--- src/hw/rtl/assert_macros.svh ---
// ----------------------------------------------------------------------------
// assert_macros.svh
// Concurrent assertion shorthands clocked on clk, disabled in reset.
// ----------------------------------------------------------------------------
`ifndef ASSERT_MACROS_SVH
`define ASSERT_MACROS_SVH

// implication checked every clock edge outside reset
`define CHK_ALWAYS(label, prop, msg) \
	label: assert property (@(posedge clk) disable iff (!arst_n) (prop)) \
		else $error(msg);

// condition that must never hold at a clock edge outside reset
`define CHK_NEVER(label, cond, msg) \
	label: assert property (@(posedge clk) disable iff (!arst_n) !(cond)) \
		else $error(msg);

`endif

--- src/hw/rtl/stap_pkg.sv ---
// ----------------------------------------------------------------------------
// stap_pkg
// Types and constants of the STUN attribute TLV parser.
// ----------------------------------------------------------------------------
package stap_pkg;

	typedef struct packed {
		logic [7:0] in_byte;
		logic       buffer_end;
	} in_item_t;

	typedef struct packed {
		logic [15:0] attr_type;
		logic [15:0] declared_length;
		logic [15:0] value_offset;
		logic [7:0]  out_byte;
		logic [1:0]  byte_kind;
		logic        attr_done;
		logic [1:0]  fault;
	} out_item_t;

	localparam logic [1:0] KIND_HDR = 2'd0;
	localparam logic [1:0] KIND_VAL = 2'd1;
	localparam logic [1:0] KIND_PAD = 2'd2;

	localparam logic [1:0] FAULT_NONE   = 2'd0;
	localparam logic [1:0] FAULT_TRUNC  = 2'd1;
	localparam logic [1:0] FAULT_FAMILY = 2'd2;

	localparam logic [2:0] CFG_COOKIE  = 3'd0;
	localparam logic [2:0] CFG_MAPPED  = 3'd1;
	localparam logic [2:0] CFG_PEER    = 3'd2;
	localparam logic [2:0] CFG_RELAYED = 3'd3;
	localparam logic [2:0] CFG_ENABLE  = 3'd4;

	localparam logic [31:0] COOKIE_RST  = 32'h2112_A442;
	localparam logic [15:0] MAPPED_RST  = 16'h0020;
	localparam logic [15:0] PEER_RST    = 16'h0012;
	localparam logic [15:0] RELAYED_RST = 16'h0016;

	localparam logic [2:0] HDR_LAST  = 3'd3;
	localparam logic [2:0] HDR_VALUE = 3'd4;

	localparam logic [7:0] FAMILY_IPV4 = 8'd1;
	localparam logic [7:0] FAMILY_IPV6 = 8'd2;

endpackage

--- src/hw/rtl/stun_attribute_tlv_parser_top.sv ---
// ----------------------------------------------------------------------------
// stun_attribute_tlv_parser_top
// Byte-wise STUN attribute walker with XOR address decoding.
//
//   channel | direction | handshake             | payload
//   in      | input     | in_valid / in_stall   | in_data  (in_item_t)
//   out     | output    | out_valid / out_stall | out_data (out_item_t)
//   cfg     | input     | cfg_we                | cfg_index, cfg_data
//
// One byte per cycle unless stalled; results come the cycle after their byte.
// The walk state and the result register update in the same cycle.
// in_stall is high only while a result is held and out_stall is high.
// Reset clears the walk state and loads the register defaults.
// ----------------------------------------------------------------------------
module stun_attribute_tlv_parser_top (
	input  logic                clk,
	input  logic                arst_n,
	input  logic                in_valid,
	output logic                in_stall,
	input  stap_pkg::in_item_t  in_data,
	output logic                out_valid,
	input  logic                out_stall,
	output stap_pkg::out_item_t out_data,
	input  logic                cfg_we,
	input  logic [2:0]          cfg_index,
	input  logic [31:0]         cfg_data
);
	import stap_pkg::*;

	logic [31:0] cookie_q;
	logic [15:0] type_mapped_q;
	logic [15:0] type_peer_q;
	logic [15:0] type_relayed_q;
	logic        xor_en_q;

	logic [2:0]  hdr_cnt_q;
	logic [15:0] type_q;
	logic [15:0] len_q;
	logic [16:0] left_q;
	logic [16:0] off_q;
	logic        is_xor_q;
	logic        family_ok_q;

	logic        out_valid_q;
	out_item_t   out_data_q;

	logic        in_take;

	logic [2:0]  hdr_cnt_d;
	logic [15:0] type_d;
	logic [15:0] len_d;
	logic [16:0] left_d;
	logic [16:0] off_d;
	logic        is_xor_d;
	logic        family_ok_d;
	out_item_t   res;

	assign in_stall  = out_valid_q & out_stall;
	assign in_take   = in_valid & ~in_stall;
	assign out_valid = out_valid_q;
	assign out_data  = out_data_q;

	always_ff @(posedge clk or negedge arst_n) begin
		if (!arst_n) begin
			cookie_q       <= COOKIE_RST;
			type_mapped_q  <= MAPPED_RST;
			type_peer_q    <= PEER_RST;
			type_relayed_q <= RELAYED_RST;
			xor_en_q       <= 1'b1;
		end else if (cfg_we) begin
			case (cfg_index)
				CFG_COOKIE:  cookie_q       <= cfg_data;
				CFG_MAPPED:  type_mapped_q  <= cfg_data[15:0];
				CFG_PEER:    type_peer_q    <= cfg_data[15:0];
				CFG_RELAYED: type_relayed_q <= cfg_data[15:0];
				CFG_ENABLE:  xor_en_q       <= cfg_data[0];
				default: ;
			endcase
		end
	end

	always_comb begin
		logic [7:0]  b;
		logic        end_mark;
		logic [16:0] padded;
		logic [7:0]  key;
		logic        type_hit;

		b           = in_data.in_byte;
		end_mark    = in_data.buffer_end;
		hdr_cnt_d   = hdr_cnt_q;
		type_d      = type_q;
		len_d       = len_q;
		left_d      = left_q;
		off_d       = off_q;
		is_xor_d    = is_xor_q;
		family_ok_d = family_ok_q;
		padded      = 17'd0;
		key         = 8'd0;
		type_hit    = 1'b0;

		res.attr_type       = 16'd0;
		res.declared_length = 16'd0;
		res.value_offset    = 16'd0;
		res.out_byte        = b;
		res.byte_kind       = KIND_HDR;
		res.attr_done       = 1'b0;
		res.fault           = FAULT_NONE;

		if (hdr_cnt_q < HDR_VALUE) begin
			case (hdr_cnt_q[1:0])
				2'd0:    type_d = {b, 8'd0};
				2'd1:    type_d = {type_q[15:8], b};
				2'd2:    len_d  = {b, 8'd0};
				default: len_d  = {len_q[15:8], b};
			endcase
			if (hdr_cnt_q != 3'd0)
				res.attr_type = type_d;
			if (hdr_cnt_q == HDR_LAST) begin
				res.declared_length = len_d;
				padded      = ({1'b0, len_d} + 17'd3) & 17'h1FFFC;
				left_d      = padded;
				off_d       = 17'd0;
				family_ok_d = 1'b1;
				type_hit    = (type_d == type_mapped_q) || (type_d == type_peer_q) ||
					(type_d == type_relayed_q);
				is_xor_d    = xor_en_q & type_hit;
				if (padded == 17'd0) begin
					res.attr_done = 1'b1;
					hdr_cnt_d     = 3'd0;
				end else if (end_mark) begin
					res.fault = FAULT_TRUNC;
					hdr_cnt_d = 3'd0;
				end else begin
					hdr_cnt_d = HDR_VALUE;
				end
			end else if (end_mark) begin
				hdr_cnt_d = 3'd0;
			end else begin
				hdr_cnt_d = hdr_cnt_q + 3'd1;
			end
		end else begin
			res.attr_type       = type_q;
			res.declared_length = len_q;
			res.value_offset    = off_q[15:0];
			res.byte_kind       = (off_q < {1'b0, len_q}) ? KIND_VAL : KIND_PAD;
			if (off_q == 17'd2)
				key = cookie_q[31:24];
			else if (off_q == 17'd3)
				key = cookie_q[23:16];
			else begin
				case (off_q[1:0])
					2'd0:    key = cookie_q[31:24];
					2'd1:    key = cookie_q[23:16];
					2'd2:    key = cookie_q[15:8];
					default: key = cookie_q[7:0];
				endcase
			end
			if (res.byte_kind == KIND_VAL && is_xor_q) begin
				if (off_q == 17'd1) begin
					if (b != FAMILY_IPV4 && b != FAMILY_IPV6) begin
						family_ok_d = 1'b0;
						res.fault   = FAULT_FAMILY;
					end
				end else if (off_q >= 17'd2 && family_ok_q) begin
					res.out_byte = b ^ key;
				end
			end
			left_d = left_q - 17'd1;
			off_d  = off_q + 17'd1;
			if (left_d == 17'd0) begin
				res.attr_done = 1'b1;
				hdr_cnt_d     = 3'd0;
			end else if (end_mark) begin
				res.fault = FAULT_TRUNC;
				hdr_cnt_d = 3'd0;
			end
		end
	end

	always_ff @(posedge clk or negedge arst_n) begin
		if (!arst_n) begin
			hdr_cnt_q   <= 3'd0;
			type_q      <= 16'd0;
			len_q       <= 16'd0;
			left_q      <= 17'd0;
			off_q       <= 17'd0;
			is_xor_q    <= 1'b0;
			family_ok_q <= 1'b1;
		end else if (in_take) begin
			hdr_cnt_q   <= hdr_cnt_d;
			type_q      <= type_d;
			len_q       <= len_d;
			left_q      <= left_d;
			off_q       <= off_d;
			is_xor_q    <= is_xor_d;
			family_ok_q <= family_ok_d;
		end
	end

	always_ff @(posedge clk or negedge arst_n) begin
		if (!arst_n) begin
			out_valid_q <= 1'b0;
		end else if (in_take) begin
			out_valid_q <= 1'b1;
		end else if (!out_stall) begin
			out_valid_q <= 1'b0;
		end
	end

	always_ff @(posedge clk) begin
		if (in_take) begin
			out_data_q <= res;
		end
	end

	`include "assert_macros.svh"

	`CHK_NEVER(a_hdr_cnt_range, hdr_cnt_q > HDR_VALUE, "header counter out of range")
	`CHK_ALWAYS(a_take_gives_result, in_take |=> out_valid_q, "accepted byte gave no result")
	`CHK_NEVER(a_trunc_not_done,
		out_valid_q && out_data_q.fault == FAULT_TRUNC && out_data_q.attr_done,
		"truncated attribute marked done")
	`CHK_NEVER(a_hdr_no_offset,
		out_valid_q && out_data_q.byte_kind == KIND_HDR && out_data_q.value_offset != 16'd0,
		"header byte with nonzero offset")

endmodule
--- config.mk ---
export PLATFORM = sky130hd
export DESIGN_NAME = stun_attribute_tlv_parser_top
export DESIGN_NICKNAME = d
export VERILOG_FILES = /design/src/hw/rtl/stap_pkg.sv /design/src/hw/rtl/stun_attribute_tlv_parser_top.sv
export VERILOG_INCLUDE_DIRS = /design/src /design/src/hw/rtl
export SDC_FILE = /design/constraint.sdc
export NUM_CORES = 1
export LEC_CHECK = 0
export ABC_CLOCK_PERIOD_IN_PS = 3500
export BUFFER_PORTS_ARGS = -buffer_cell sky130_fd_sc_hd__buf_4
export CORE_MARGIN = 4
export CORE_UTILIZATION = 55
export DETAILED_ROUTE_END_ITERATION = 7
export PLACE_DENSITY = 0.75
export SKIP_CTS_REPAIR_TIMING = 1
export SLEW_MARGIN = 20
export SYNTH_ARGS = -nofsm -noshare
export SYNTH_HDL_FRONTEND = slang
export SYNTH_SLANG_ARGS = --single-unit
--- constraint.sdc ---
create_clock -name clk -period 3.5 [get_ports clk]
set_input_delay 0.525 -clock clk [delete_from_list [all_inputs] [get_ports clk]]
set_output_delay 0.525 -clock clk [all_outputs]
set_load 0.1 [all_outputs]
==> Word-level counts from Yosys, hierarchy flattened <==
Index checks and enable logic that the tools add are counted.
{ "classes": {"addsub": 4, "n_mux": 45, "n_lt_le_gt_ge": 3, "n_reduce_logical": 26, "n_bitwise": 5, "n_eq_ne": 20} }
{ "op_table": {"columns": ["cell", "n"], "rows": [
  ["two-way mux 17 bit", 4],
  ["two-way mux 16 bit", 4],
  ["case mux 16 bit (2 select lines)", 2],
  ["equality test 16 bit", 3],
  ["two-way mux 8 bit", 6],
  ["equality test 17 x 2 -> 1 bit, second input constant", 2],
  ["logical NOT 17 bit", 2],
  ["two-way mux 32 bit", 1],
  ["two-way mux 3 bit", 9],
  ["case mux 8 bit (3 select lines)", 1],
  ["adder 16 x 2 -> 17 bit, second input constant", 1],
  ["adder 17 x 1 -> 17 bit, second input constant", 1],
  ["equality test 17 x 1 -> 1 bit, second input constant", 1],
  ["greater-or-equal comparator 17 x 2 -> 1 bit, second input constant", 1],
  ["< comparator 17 x 16 -> 1 bit", 1],
  ["subtractor 17 x 1 -> 17 bit, second input constant", 1],
  ["AND reduction 2 bit", 8],
  ["two-way mux 2 bit", 6],
  ["two-way mux 1 bit", 11],
  ["two-way mux 10 bit", 1],
  ["equality test 3 x 2 -> 1 bit, second input constant", 3],
  ["!= test 8 x 1 -> 1 bit, second input constant", 1],
  ["!= test 8 x 2 -> 1 bit, second input constant", 1],
  ["XOR 8 bit", 1],
  ["other kinds (18)", 31]
]} }
{ "word_totals": {"reg_bits": 214} }

==> Logic depth before layout (Yosys ltp) <==
Gate-level depths: netlist (run 1).
{ "logic_depth": {"depth_word": 10, "depth_mapped": 11, "mapped_depth_nobuf": 9} }

==> Worst setup path after synthesis (run 1) <==
OpenSTA, ideal clock, no wires.
{ "synth_path": {"path_type": "reg2reg", "startpoint": "register out_valid_q (netlist: out_valid)", "endpoint": "register off_q[10]", "setup_ps": 132, "t_arrival_ps": 3452, "setup_slack_ps": -84, "path_stages_with_launch": 7, "path_buffers": 1, "cell_sequence": "dfrtp_1 -> a21bo_2 -> inv_1 -> nand2_1 -> nor2_1 -> clkbuf_1 -> nor2_1"} }
{ "synth_via": {"elab_chain_len": 4} }
{ "synth_lines": {"columns": ["element", "line", "rtl"], "rows": [
  ["start, declared", "stun_attribute_tlv_parser_top.sv:44", "logic out_valid_q;"],
  ["start signal, assigned", "stun_attribute_tlv_parser_top.sv:203", "out_valid_q <= 1'b0;"],
  ["start signal, assigned", "stun_attribute_tlv_parser_top.sv:205", "out_valid_q <= 1'b1;"],
  ["start signal, assigned", "stun_attribute_tlv_parser_top.sv:207", "out_valid_q <= 1'b0;"],
  ["bitwise AND 1 bit", "stun_attribute_tlv_parser_top.sv:58", "assign in_stall = out_valid_q & out_stall;"],
  ["NOT 1 bit", "stun_attribute_tlv_parser_top.sv:59", "assign in_take = in_valid & ~in_stall;"],
  ["bitwise AND 1 bit", "stun_attribute_tlv_parser_top.sv:59", null],
  ["named net in_take", "stun_attribute_tlv_parser_top.sv:47", "logic in_take;"],
  ["AND reduction 2 bit (no source line)", null, null],
  ["end signal, assigned", "stun_attribute_tlv_parser_top.sv:187", "off_q <= 17'd0;"],
  ["end signal, assigned", "stun_attribute_tlv_parser_top.sv:195", "off_q <= off_d;"],
  ["end, declared", "stun_attribute_tlv_parser_top.sv:40", "logic [16:0] off_q;"]
]} }
The timed path passes the listed nets, and every way through them passes these cells.
A chain may end at the register's enable or synchronous reset.

==> parameters.txt, run 1 <==
Parameter                              Value

Clocking
  Sinks on Clock Net    214
  Total clock buffers created by CTS    24
  Level count of the clock H-tree    1
  Skew-Pair Late Insertion Delay    0.52 ns
  Buffer cell driving the clock tree root    clkbuf_16
  CTS tree    built
  CTS Buffer Depth    3
  Clk slew on worst S/H paths    0.06 ns

Worst setup path
  Critical path class    flop to flop
  Critical path data arrival time    3.53 ns
  Combined buffer and inverter count along the critical path    0
  WP depth    8
  Delay-heaviest family, CP    simple AND/OR/NAND/NOR gates
  Critical Path Source Type    flop
  Length in cells of the worst reg-to-reg path    8
  Worst reg2reg startpoint    hdr_cnt_q[0]
  Max FO, Critical Path    19
  Setup crit end kind    flop
  End of the worst register-to-register path    out_data[0]
  Slowest cell on crit path    or3_1
  Longest individual stage delay on the worst path    0.58 ns
  Critical path required time    3.77 ns
  Critical path, cell by cell    ha_1, or3_1, a22oi_1, and4_1, o211ai_1, nor4_1, nor2_1, o21a_1
  Worst R2R Setup Slack    0.24 ns

GRT
  First-pass GRT wire length    46.2 mm
  Pin count of the biggest net entering global routing    76
  Total grt overflow    0
  Antenna violations before repair    0
  Overall fraction of global-route tracks in use    25.8%
  Vias in the first global route    8239

Placement
  Detailed placer's ending HPWL    20.8 mm
  RD Place Congestion    0.940
  Port-buffer cells    111
  Placement-stage worst setup slack    0.315 ns

Finish
  Area added between synthesis and finish    17.4%
  Fraction of layout instances using a drive strength above 1    25.0%
  Count of fill cells added during filler insertion    1624
  Layout Utilization    65.4%
  Sequential cell area in the final layout    0.00568 sq mm
  Count of nets after finishing    1202
  Area occupied by multi-input gates    0.00522 sq mm
  Number of antenna repair diodes    0

Timing
  Clock skew    0.0158 ns
  Max-slew violation count    0
  Maximum achievable frequency    307 MHz
  Setup repair after global routing missed its margin    no
  Final hold violation count    0
  Worst slew margin relative to its limit    41.0%
  Final number of setup-violating endpoints    0
  Final critical path time including I/O delays and setup    3.26 ns
  Final setup TNS    0 ns
  Portion of the clock cycle consumed by the worst path in the final layout    93.1%
  Final hold slack    0.0350 ns
  Transition time at the pin with the least slew margin    0.882 ns
  Post-layout worst setup margin    0.241 ns

Logic synthesis
  Proportion of synthesized flip-flops having asynchronous set or reset    71.5%
  Post-synth EDFFs    61
  Total of flip-flops plus latches after synthesis    214
  Cell count after synthesis    1021
  Number of different library cells in the post-synthesis netlist    71
  Post-synthesis instance area    0.0112 sq mm
  Most area-consuming cells after synthesis    dfrtp_1 30%, edfxtp_1 16%, mux2_2 8.3%, dfstp_2 4.0%, xor2_1 3.9%
  Count of synthesis-stage warnings from yosys    0
  Proportion of netlist area held by the largest area contributor    30.3%
  Syn_area_per_cell    11.0 sq um
  Dominant synthesized flop cell    dfrtp_1
  Cell type contributing the most total cell area after synthesis    dfrtp_1
  Sequential-to-total area share from yosys stat    50.6%
  Number of nets produced by synthesis    1097

Floorplanning
  Starting utilization of the core area    55.7%
  Std cell rows    52
  Die outline height    151 um
  Die Footprint    0.0228 sq mm
  # IOs    112
  Core region area    0.0202 sq mm
  Die width    151 um

Detailed routing
  Vias after detailed routing    8561
  Vias per Instance    6.05
  Number of detailed-routing iterations run before antenna repair    7
  Final wirelength    29.4 mm
  Antenna Violating Nets Remaining    0
  Number of design rule violations left after detail routing    0
  Number of design-rule violations left by the first detailed-router iteration    636
  Average wire length per cell after detail routing    20.8 um

Pwr
  Power density over cell area    857 mW/mm^2
  Standby leakage power    5.42 nW
  Maximum vdd ir drop    0.500 mV

Min path
  Worst hold-check path type    input port to asynchronous set/reset pin

Status
  Result of the run    complete, no violations

Run
  Number of violations of the max-capacitance limit    0
[sequential cells by signal (all words and copies together), names as in the netlist, 16 cells and up]
register,count
out_data,61
cookie_q,32
left_q,17
off_q,17
len_q,16
type_mapped_q,16
type_peer_q,16
type_q,16
type_relayed_q,16
[stage by stage]
step                power, mW  std cells  instance area, sq um
floorplan                7.39       1021                 11200
global placement         8.67       1370                 12400
detailed placement       8.78       1370                 12400
CTS                      11.3       1414                 13200
global route             11.9       1414                 13200
finish                   11.3       1414                 13200
[synthesized netlist by cell type (17+ instances only)]
cell,instances
xor2_1,50
inv_1,26
nor2_1,63
edfxtp_1,61
mux2_2,83
o21ai_0,45
ha_1,27
dfrtp_1,136
a22oi_1,20
clkbuf_1,44
nand2_1,65
a21oi_1,41
dfstp_2,17
nand4_1,18
o22ai_1,17
nand3_1,17
and2_1,31
xnor2_1,43
[worst max-delay path by stage]
stage            startpoint  slack (ns)          end
2_1_floorplan     out_valid        0.51    off_q[10]
5_1_grt        hdr_cnt_q[0]        0.08  out_data[0]
6_report       hdr_cnt_q[0]        0.24  out_data[0]
3_5_place_dp   hdr_cnt_q[0]        0.31  out_data[0]
3_3_place_gp   hdr_cnt_q[0]        0.37   left_q[16]
4_1_cts        hdr_cnt_q[0]        0.27  out_data[0]
[per-layer routing]
metal,routed length (um),vias to the layer above,global-route usage (%)
li1,-,3960,-
met1,12600,4258,35.5
met2,14600,295,43.5
met3,1590,48,3.47
met4,643,0,6.35
met5,0,-,0
[logic make-up after synthesis]
kind of cell	synth area share (%)
DFF	50.6
adders and majority gates	3.01
and+or+nand+nor	13.4
AOI/OAI and AO/OA	13.7
buffers and inverters	2.99
muxes	9.12
xor gates and xnor gates	7.25
[cell usage in the layout (no fill, tap or decap), drive strengths merged, types with 17 or more instances in the layout]
cell type,count
buf,137
nand4,18
a21oi,41
o22ai,17
o21ai,53
a22oi,20
mux2,83
dfstp,17
edfxtp,61
and2,32
ha,27
clkbuf,40
xor2,50
xnor2,43
nand2,65
inv,26
nor2,63
dfrtp,136
nand3,17
[report_power, final]
group          leakage [nW]  internal [mW]  switching (mW)
combinational          2.60           1.77            3.13
clock                 0.384           1.54           0.979
sequential             2.44           3.30           0.593
[cell type report]
class / instances / area share (%)
clock buffers: 40 / 5.47
inverters: 28 / 0.825
clock inverters: 4 / 0.521
flip-flops and latches: 214 / 43.0
repair buffers: 137 / 8.01
multi-input cells: 721 / 39.6
well taps: 270 / 2.56
Note: power is estimated with default switching activity, not from simulation.
==> run 2, diff against run 1 <==
Settings changed: CORE_UTILIZATION 55 to 50, PLACE_DENSITY 0.75 to 0.79, SKIP_CTS_REPAIR_TIMING 1 to not set.
==> run 2 against run 1 <==
Net effect: via count rose by 0.76%; combinational power barely moved; maximum frequency rose by 0.20%; largest power group unchanged; sequential share of layout area rose by 0.12 points; utilization fell by 5.5 points; non-clock buffer count rose by 4; cell count rose by 0.78%; first-iteration DRC count fell by 7.7%; sequential power barely moved; critical path depth rose by 1; worst setup slack improved by 0.0064 ns; routed wire length fell by 0.16%.
==> parameters.txt, run 2 (same netlist as run 1, synthesis figures left out) <==
Parameter                              Value

Clocking
  Total clock buffers created by CTS    23 (-4.2%)
  Buffer cell driving the clock tree root    clkbuf_16
  Clk slew on worst S/H paths    0.06 ns (about the same)
  CTS tree    built
  Level count of the clock H-tree    1 (unchanged)
  Skew-Pair Late Insertion Delay    0.51 ns (about the same)
  Post-CTS resize count    0
  Sinks on Clock Net    214 (unchanged)
  Number of buffers inserted by hold repair at cts    0
  Count of buffers added by post-CTS timing repair for setup    0
  CTS Buffer Depth    3 (unchanged)

Detailed routing
  Vias after detailed routing    8626 (+0.76%)
  Average wire length per cell after detail routing    20.6 um (-0.93%)
  Number of design-rule violations left by the first detailed-router iteration    587 (-7.7%)
  Vias per Instance    6.05 (about the same)
  Final wirelength    29.3 mm (-0.16%)
  Antenna Violating Nets Remaining    0 (unchanged)
  Number of detailed-routing iterations run before antenna repair    6 (-1)
  Number of design rule violations left after detail routing    0 (unchanged)

Timing
  Final critical path time including I/O delays and setup    3.25 ns (-0.00635 ns)
  Transition time at the pin with the least slew margin    0.913 ns (+0.0304 ns)
  Worst slew margin relative to its limit    39.0% (-2.0 points)
  Setup repair after global routing missed its margin    no
  Final hold violation count    0 (unchanged)
  Final number of setup-violating endpoints    0 (unchanged)
  Maximum achievable frequency    307 MHz (+0.20%)
  Clock skew    0.0159 ns (+0.000170 ns)
  Portion of the clock cycle consumed by the worst path in the final layout    92.9% (-0.18 points)
  Post-layout worst setup margin    0.248 ns (+0.00635 ns)
  Max-slew violation count    0 (unchanged)
  Final setup TNS    0 ns (unchanged)

GRT
  Total grt overflow    0 (unchanged)
  Pin count of the biggest net entering global routing    72 (-5.3%)
  Vias in the first global route    8455 (+2.6%)
  Overall fraction of global-route tracks in use    23.3% (-2.4 points)
  First-pass GRT wire length    46.3 mm (+0.19%)
  Antenna violations before repair    0 (unchanged)

Worst setup path
  Critical Path Source Type    flop
  Worst R2R Setup Slack    0.25 ns (about the same)
  Max FO, Critical Path    7 (-12)
  Critical path class    flop to flop
  Critical path data arrival time    3.67 ns (+0.14 ns)
  End of the worst register-to-register path    left_q[16]
  Length in cells of the worst reg-to-reg path    9 (+1)
  Critical path required time    3.92 ns (+0.15 ns)
  Worst reg2reg startpoint    hdr_cnt_q[1]
  Setup crit end kind    flop

Min path
  Worst hold-check path type    input port to asynchronous set/reset pin

Floorplanning
  Die Footprint    0.0249 sq mm (+9.5%)
  Die outline height    158 um (+4.6%)
  Std cell rows    54 (+3.8%)
  Die width    158 um (+4.6%)
  # IOs    112 (unchanged)
  Core region area    0.0220 sq mm (+8.9%)
  Starting utilization of the core area    51.2% (-4.5 points)

Finish
  Count of fill cells added during filler insertion    1750 (+7.8%)
  Number of flip-flops in the largest register    61 (unchanged)
  Fraction of layout instances using a drive strength above 1    25.6% (+0.59 points)
  Count of nets after finishing    1205 (+0.25%)
  Area occupied by multi-input gates    0.00522 sq mm (unchanged)
  Commonest non-fill, non-tap cell in the layout    buf_4
  Highest-count cells in the layout ignoring fill and taps    139 x buf_4, 136 x dfrtp_1, 83 x mux2_2
  Area added between synthesis and finish    17.1%
  Number of antenna repair diodes    0 (unchanged)
  Sequential cell area in the final layout    0.00568 sq mm (unchanged)

Placement
  Detailed placer's ending HPWL    21.1 mm (+1.5%)
  Placement-stage worst setup slack    0.321 ns (+0.00579 ns)
  RD Place Congestion    0.909 (-3.3%)
  Port-buffer cells    111 (unchanged)

Pwr
  Standby leakage power    5.41 nW (-0.13%)
  Maximum vdd ir drop    0.466 mV (-6.8%)
  Power density over cell area    846 mW/mm^2 (-1.3%)

Status
  Result of the run    complete, no violations

Run
  Number of violations of the max-capacitance limit    0 (unchanged)
==> run 2: cell types whose count changed in the layout (fill, tap and decap cells not counted) <==
cell	before	now
clkbuf_16	25	24
buf_12	2	1
bufinv_16	2	1
clkbuf_1	11	3
buf_4	134	139
clkinvlp_4	1	2
clkbuf_8	4	2
clkinv_1	2	4
clkinv_2	1	7
==> run 2: critical path, cell delays in order, from the launching register on <==
cell and delay [ns]:
dfrtp_1 0.43, inv_1 0.12, ha_1 0.21, or2_1 0.42
a31oi_1 0.23, a2111oi_4 0.43, nand4bb_2 0.24, or4_4 0.49
or4_1 0.42, a31oi_1 0.18
==> run 2: power by group <==
part           switching [mW]  internal [mW]
logic                    3.14           1.79
clock network           0.965           1.36
registers               0.583           3.29
total                    4.69           6.45
==> run 2: worst max path at each step <==
| stage | to | depth (start not counted) | startpoint |
|---|---|---|---|
| global route | out_data[0] | 8 | hdr_cnt_q[1] |
| CTS | left_q[16] | 9 | hdr_cnt_q[1] |
| detailed placement | left_q[16] | 9 | hdr_cnt_q[1] |
| finish | left_q[16] | 9 | hdr_cnt_q[1] |
| global placement | out_data[0] | 8 | hdr_cnt_q[0] |
| floorplan | off_q[10] | 6 | out_valid |
==> run 2: metal layers <==
metal / up-vias / global-route usage, % / wire length (um)
met5: - / 0 / 0
met4: 0 / 7.51 / 861
met3: 54 / 3.72 / 1910
met2: 324 / 38.5 / 14200
met1: 4274 / 31.8 / 12400
li1: 3974 / - / -
==> run 2: metrics by stage <==
stage | hold slack, ns | instance area, sq um | total power, mW | instances | utilization [%]
floorplan | 0.229 | 11200 | 7.39 | 1021 | -
global placement | 0.485 | 12400 | 8.66 | 1384 | 56.6
detailed placement | 0.498 | 12400 | 8.78 | 1384 | 56.6
CTS | 0.0515 | 13200 | 11.1 | 1425 | 59.9
global route | 0.0829 | 13200 | 11.8 | 1425 | 59.9
finish | 0.0340 | 13200 | 11.1 | 1425 | 59.9
==> run 2: cell type report <==
class                           count  area share [%]
Clock buffer                       29            4.86
Clock inverter                     12           0.637
Inverter                           28           0.827
Multi-Input combinational cell    721            39.7
Sequential cell                   214            43.2
Tap cell                          280            2.66
Timing Repair Buffer              141            8.17
